$ cat config.mk
export PLATFORM = sky130hd
export DESIGN_NAME = message_frame_builder
export DESIGN_NICKNAME = d
export VERILOG_FILES = /design/src/design/mfb_pkg.sv /design/src/design/mfb_csr.sv /design/src/design/mfb_serializer.sv /design/src/design/message_frame_builder.sv
export VERILOG_INCLUDE_DIRS = /design/src /design/src/design
export SDC_FILE = /design/constraint.sdc
export NUM_CORES = 1
export LEC_CHECK = 0
export BUFFER_PORTS_ARGS = -buffer_cell sky130_fd_sc_hd__buf_4
export CORE_MARGIN = 5
export CORE_UTILIZATION = 55
export CTS_CLUSTER_SIZE = 16
export DETAILED_ROUTE_END_ITERATION = 10
export GPL_ROUTABILITY_DRIVEN = 0
export PLACE_DENSITY_LB_ADDON = 0.08
export SLEW_MARGIN = 10
export SYNTH_ARGS = -nofsm -noshare
export SYNTH_HDL_FRONTEND = slang
export SYNTH_SLANG_ARGS = --single-unit
$ cat constraint.sdc
create_clock -name clock -period 8.02 [get_ports clock]
set_input_delay 1.604 -clock clock [delete_from_list [all_inputs] [get_ports clock]]
set_output_delay 1.604 -clock clock [all_outputs]
set_load 0.03 [all_outputs]
$ cat src/design/message_frame_builder_assert.svh
// Assertion macros for the message frame builder modules.
// Depends on nothing; files that check their own logic include this header.
`ifndef MESSAGE_FRAME_BUILDER_ASSERT_SVH
`define MESSAGE_FRAME_BUILDER_ASSERT_SVH

// The consequent must hold in the same cycle as the antecedent.
`define MFB_ASSERT_SAME(label, clk, rst, ante, cons) \
   label: assert property (@(posedge clk) disable iff (rst) (ante) |-> (cons)) \
      else $error("message frame builder check failed");

// The consequent must hold in the cycle after the antecedent.
`define MFB_ASSERT_NEXT(label, clk, rst, ante, cons) \
   label: assert property (@(posedge clk) disable iff (rst) (ante) |=> (cons)) \
      else $error("message frame builder check failed");

`endif

$ cat src/design/mfb_pkg.sv
// Shared types and constants for the message frame builder.
// Depends on nothing; used by mfb_serializer and message_frame_builder.
package mfb_pkg;

   // Byte position within a frame needs five bits (a frame holds at most 19 bytes).
   localparam int IDX_W = 5;

   localparam logic [7:0] FRAME_FIXED_BYTES = 8'd11;

   // Positions of the frame sections, counted from the first header byte.
   localparam logic [IDX_W-1:0] POS_HDR_LAST = 5'd3;
   localparam logic [IDX_W-1:0] POS_CHANNEL  = 5'd4;
   localparam logic [IDX_W-1:0] POS_LEN_LOW  = 5'd5;
   localparam logic [IDX_W-1:0] POS_LEN_LAST = 5'd8;
   localparam logic [IDX_W-1:0] POS_COMMAND  = 5'd9;
   localparam logic [IDX_W-1:0] POS_PARAM    = 5'd10;

   typedef struct packed {
      logic [7:0]  channel;
      logic [7:0]  command;
      logic [3:0]  count;
      logic [63:0] data;
   } mfb_msg_type;

endpackage

$ cat src/design/mfb_csr.sv
// Header word register of the message frame builder, written over the csr channel.
// Depends on nothing outside this file.
module mfb_csr (
   input  logic        clock,
   input  logic        reset,
   input  logic        csr_valid,
   output logic        csr_ready,
   input  logic [31:0] csr_data,
   output logic [31:0] header_word
);

   logic [31:0] header_ff;
   logic [31:0] header_in;

   assign csr_ready = 1'b1;

   always_comb begin
      header_in = header_ff;
      if (csr_valid) begin
         header_in = csr_data;
      end
   end

   always_ff @(posedge clock) begin
      if (reset) begin
         header_ff <= '0;
      end else begin
         header_ff <= header_in;
      end
   end

   assign header_word = header_ff;

endmodule

$ cat src/design/mfb_serializer.sv
// Frame serializer: message register, byte position counter, running checksum
// and the output register. Depends on mfb_pkg and message_frame_builder_assert.svh.
`include "message_frame_builder_assert.svh"

module mfb_serializer (
   input  logic                clock,
   input  logic                reset,
   input  logic [31:0]         header_word,
   input  logic                load_valid,
   output logic                load_ready,
   input  mfb_pkg::mfb_msg_type load_msg,
   output logic                rsp_valid,
   input  logic                rsp_ready,
   output logic [7:0]          rsp_byte,
   output logic                rsp_last
);

   mfb_pkg::mfb_msg_type msg_ff, msg_in;
   logic                       busy_ff, busy_in;
   logic [mfb_pkg::IDX_W-1:0]  idx_ff, idx_in;
   logic [7:0]                 sum_ff, sum_in;
   logic                       rsp_valid_ff, rsp_valid_in;
   logic [7:0]                 byte_ff, byte_in;
   logic                       last_ff, last_in;

   logic                       advance;
   logic                       at_last;
   logic [mfb_pkg::IDX_W-1:0]  last_idx;
   logic [mfb_pkg::IDX_W-1:0]  param_idx;
   logic [7:0]                 length_low;
   logic [7:0]                 cur_byte;

   assign advance    = !rsp_valid_ff || rsp_ready;
   assign last_idx   = mfb_pkg::POS_PARAM + mfb_pkg::IDX_W'(msg_ff.count);
   assign at_last    = (idx_ff == last_idx);
   assign param_idx  = idx_ff - mfb_pkg::POS_PARAM;
   assign length_low = mfb_pkg::FRAME_FIXED_BYTES + {4'd0, msg_ff.count};
   assign load_ready = !busy_ff || (advance && at_last);

   // Byte at the current frame position; the checksum closes the frame.
   always_comb begin
      cur_byte = 8'd0;
      if (at_last) begin
         cur_byte = sum_ff;
      end else begin
         case (idx_ff) inside
            [5'd0:mfb_pkg::POS_HDR_LAST]: begin
               cur_byte = header_word[8*idx_ff[1:0] +: 8];
            end
            mfb_pkg::POS_CHANNEL: begin
               cur_byte = msg_ff.channel;
            end
            mfb_pkg::POS_LEN_LOW: begin
               cur_byte = length_low;
            end
            [mfb_pkg::POS_LEN_LOW+5'd1:mfb_pkg::POS_LEN_LAST]: begin
               // The length never exceeds one byte, so its upper bytes are zero.
               cur_byte = 8'd0;
            end
            mfb_pkg::POS_COMMAND: begin
               cur_byte = msg_ff.command;
            end
            default: begin
               cur_byte = msg_ff.data[8*param_idx[2:0] +: 8];
            end
         endcase
      end
   end

   always_comb begin
      msg_in       = msg_ff;
      busy_in      = busy_ff;
      idx_in       = idx_ff;
      sum_in       = sum_ff;
      rsp_valid_in = rsp_valid_ff;
      byte_in      = byte_ff;
      last_in      = last_ff;

      if (advance) begin
         rsp_valid_in = busy_ff;
         byte_in      = cur_byte;
         last_in      = at_last;
      end

      if (busy_ff && advance) begin
         idx_in = idx_ff + 5'd1;
         sum_in = sum_ff + cur_byte;
         if (at_last) begin
            busy_in = 1'b0;
         end
      end

      // A new message may load in the same cycle the previous checksum leaves.
      if (load_valid && load_ready) begin
         msg_in  = load_msg;
         busy_in = 1'b1;
         idx_in  = '0;
         sum_in  = 8'd0;
      end
   end

   always_ff @(posedge clock) begin
      if (reset) begin
         busy_ff      <= 1'b0;
         rsp_valid_ff <= 1'b0;
      end else begin
         busy_ff      <= busy_in;
         rsp_valid_ff <= rsp_valid_in;
      end
   end

   always_ff @(posedge clock) begin
      msg_ff  <= msg_in;
      idx_ff  <= idx_in;
      sum_ff  <= sum_in;
      byte_ff <= byte_in;
      last_ff <= last_in;
   end

   assign rsp_valid = rsp_valid_ff;
   assign rsp_byte  = byte_ff;
   assign rsp_last  = last_ff;

   `MFB_ASSERT_SAME(idx_in_frame, clock, reset, busy_ff, idx_ff <= last_idx)
   `MFB_ASSERT_NEXT(load_starts_frame, clock, reset, load_valid && load_ready,
                    busy_ff && idx_ff == '0 && sum_ff == 8'd0)
   `MFB_ASSERT_NEXT(checksum_marked_last, clock, reset, busy_ff && advance && at_last,
                    rsp_valid_ff && last_ff)
   `MFB_ASSERT_NEXT(body_not_last, clock, reset, busy_ff && advance && !at_last,
                    rsp_valid_ff && !last_ff)

endmodule

$ cat src/design/message_frame_builder.sv
// Message frame builder: turns one message into a header, channel, length, command,
// parameter and checksum byte frame, one byte per rsp transfer.
// A req transfer loads the message register; the first byte then passes to the output
// register. A frame of 11 + N bytes (19 at most) leaves through the single-byte output
// register, and the next message loads as the checksum leaves.
// Reset clears the header word to zero and empties the message and output registers.
module message_frame_builder #(
   parameter int MAX_PARAM_BYTES = 8
) (
   input  logic        clock,
   input  logic        reset,
   input  logic        req_tvalid,
   output logic        req_tready,
   // [7:0] channel, [15:8] command, [19:16] param_count, [83:20] param_data, [87:84] zero
   input  logic [87:0] req_tdata,
   output logic        rsp_tvalid,
   input  logic        rsp_tready,
   // [7:0] frame_byte
   output logic [7:0]  rsp_tdata,
   output logic        rsp_tlast,
   input  logic        csr_valid,
   output logic        csr_ready,
   input  logic [31:0] csr_data
);

   localparam logic [3:0] MaxCount = 4'(MAX_PARAM_BYTES);

   logic [31:0]          header_word;
   logic [3:0]           req_count;
   mfb_pkg::mfb_msg_type req_msg;

   assign req_count       = req_tdata[19:16];
   assign req_msg.channel = req_tdata[7:0];
   assign req_msg.command = req_tdata[15:8];
   assign req_msg.count   = (req_count > MaxCount) ? MaxCount : req_count;
   assign req_msg.data    = req_tdata[83:20];

   mfb_csr u_csr (
      .clock       (clock),
      .reset       (reset),
      .csr_valid   (csr_valid),
      .csr_ready   (csr_ready),
      .csr_data    (csr_data),
      .header_word (header_word)
   );

   mfb_serializer u_serializer (
      .clock       (clock),
      .reset       (reset),
      .header_word (header_word),
      .load_valid  (req_tvalid),
      .load_ready  (req_tready),
      .load_msg    (req_msg),
      .rsp_valid   (rsp_tvalid),
      .rsp_ready   (rsp_tready),
      .rsp_byte    (rsp_tdata),
      .rsp_last    (rsp_tlast)
   );

endmodule
==> out/qor.txt <==
Status -> finished clean
Initial antenna violation count -> 0
Syn_nets -> 609
Synth Area in Adders -> 3.73%
Clock latency on the worst-skew pair -> 420 ps
Seq cells post-synth -> 140
Met1 usage in global routing -> 25.7%
Routed WL -> 13100 um
DPL Wire Length -> 9280 um
Die width -> 116 um
Max_cap viols -> 0
Layout cell share with drive strength beyond 1 -> 32.6%
Fmax -> 201 MHz
Pleak -> 3.20 nW
Fillers -> 763
Commonest non-fill, non-tap cells in the layout -> buf_4, edfxtp_1, nor2_1
Pre-CTS setup slack -> 3060 ps
Min-delay worst type -> reg -> reg
CP Data Required Time -> 8320 ps
EDFF count, synth -> 93
CP Launch Type -> flip-flop
Fin Hold WS -> 479 ps
Final Hold Fails -> 0
First-pass GRT wire length -> 20500 um
Core box area -> 0.0110 mm^2
Synth area leader -> edfxtp_1
Commonest non-fill, non-tap cell in the layout -> buf_4
Cells after synthesis -> 466
Pwr Total -> 0.00199 W
Die Height -> 116 um
Async set-reset flop share out of synthesis -> 0%
FP Rows -> 38
Io pins -> 137
Total GRT Usage -> 20.4%
Final Critical Period -> 4970 ps
Register area share after synthesis -> 59.9%
GR Layer Usage met2 -> 32.8%
Compound-cell area share of the yosys netlist -> 7.93%
TNS Setup -> 0 ps
CP Data Arrival Time -> 5270 ps
Root Driver -> clkbuf_16
Number of port buffers -> 131
# hold bufs at CTS -> 0
Nets -> 732
Post-route ant nets -> 0
Mean Syn Cell Area -> 13.4 um^2
Met3 usage -> 7.36%
Vias in the first global route -> 4157
Initial DRC Count -> 270
Syn. warnings -> 0
Num CTS Buffers -> 17
Placed Area -> 0.00724 mm^2
Netlist cell types -> 53
Routed vias -> 3978
Multi-input gate area -> 0.00228 mm^2
Post-CTS Setup Repair Bufs -> 0
Post-Synth Simple-Gate Area -> 7.71%
Global route overflow -> 0
Clk buf depth -> 2
Largest family of logic cells by synthesized area -> multiplexers
Main area contributors after synthesis -> edfxtp_1, dfxtp_1, mux2i_1
Slew Limit Fails -> 0
Register area -> 0.00373 mm^2
Final setup vio count -> 0
RSZ-0062 raised after global routing -> no
CTS tree -> done
Multiplexer share of the synthesized area -> 15.0%
Routed wire length per instance -> 17.6 um
Post-route cell area -> 0.00780 mm^2
Worst Setup End Kind -> flip-flop
Drc violations -> 0
Final worst-path cycle share -> 62.0%
CP max FO -> 30
Initial Util -> 56.8%
Critical path type -> reg -> reg
Worst vdd ir -> 0.000229 V
Most used DFF post-synth -> edfxtp_1
DR vias/cell -> 5.37
Headroom to the max-slew limit -> 32.7%
Pin count of the biggest net entering global routing -> 84
PnR worst setup slack -> 3050 ps
TritonRoute pass-1 iters -> 5
Post-synthesis xor/xnor area fraction -> 2.11%
Worst clock skew -> 13.9 ps
Num Clock Sinks -> 140
Pwr Density -> 255 mW/mm^2
Worst Tran Pin Value -> 1010 ps
Share of the synthesized area in the top cell type -> 44.8%
Clock transition at path regs -> 50 ps
Post-Syn Area -> 0.00623 mm^2
Post_cts resized -> 0
# diodes -> 0
Die Area -> 0.0136 mm^2
Area growth from synthesis to layout -> 25.1%
GRT busiest layer -> met2
CTS H-tree lvls -> 4
## cell type report
type	instances	area share, %
clock buffer	25	6.71
multi-input combinational	284	29.2
timing repair buffer	134	12.9
sequential	140	47.9
clock inverter	6	0.449
tap	140	2.25
inverter	12	0.578
## per-layer routing
layer	vias to the layer above	share of wire [%]
met5	-	0
met4	0	1.4
met3	11	5.8
met2	95	51
met1	1911	42
li1	1961	-
## logic make-up after synthesis
family | after synthesis
AO/OA/AOI/OAI | 71
XOR/XNOR | 15
adder cells (fa/ha/maj) | 18
buffers and inverters | 42
flip-flops | 140
multiplexers | 70
other | 1
AND/OR/NAND/NOR | 109
## worst max-delay path, stage by stage (launching register included)
cell and delay, ps:
dfxtp_1 300, buf_4 380, inv_1 280, ha_1 850, mux2i_1 220, a211oi_1 320, o22ai_1 170, nor2_1 110
a21oi_1 50, a21oi_1 320, ha_1 300, a21o_1 160, a21oi_1 220, a2bb2oi_1 270, a21oi_1 120, or2_2 280
mux2i_1 150, mux2_2 350
## stage by stage
stage | cells | utilization (%)
final | 741 | 71.0
after CTS | 741 | 71.0
after global placement | 710 | 65.9
after detailed placement | 710 | 65.9
after global routing | 741 | 71.0
after floorplan | 466 | -
## path summary, 6_finish.rpt
path,start,endpoint,slack [ps],cells after the start
max,u_serializer.idx_ff[1],u_serializer.sum_ff[7],3050,17
min,u_serializer.sum_ff[5],u_serializer.sum_ff[5],480,2
min reg2reg,u_serializer.sum_ff[5],u_serializer.sum_ff[5],480,2
max reg2reg,u_serializer.idx_ff[1],u_serializer.sum_ff[7],3050,17
## synth_stat cells (6+ instances only)
library cell  number
nor2_1            63
xnor2_1           10
dfxtp_1           47
edfxtp_1          93
ha_1              17
clkbuf_1          11
nand2_1           21
o21ai_0            9
a21oi_1           23
buf_6              6
a21o_1             6
mux2i_1           48
mux4_2            18
inv_1             12
a211oi_1           6
## flip-flops by register name, summed over array words and instances (netlist names)
register / count
u_serializer.idx_ff: 5
u_serializer.msg_ff: 84
u_csr.header_word: 32
u_serializer.busy_ff: 1
u_serializer.sum_ff: 8
u_serializer.rsp_last: 1
u_serializer.rsp_valid: 1
u_serializer.rsp_byte: 8
## power breakdown
group | switching (W) | total, W | internal, W | leakage, nW
Sequential | 0.0000253 | 0.000863 | 0.000837 | 1.29
Combinational | 0.000212 | 0.000404 | 0.000193 | 1.63
Clock | 0.000274 | 0.000724 | 0.000450 | 0.280
Total | 0.000510 | 0.00199 | 0.00148 | 3.20
(Power assumes the default switching activity.)
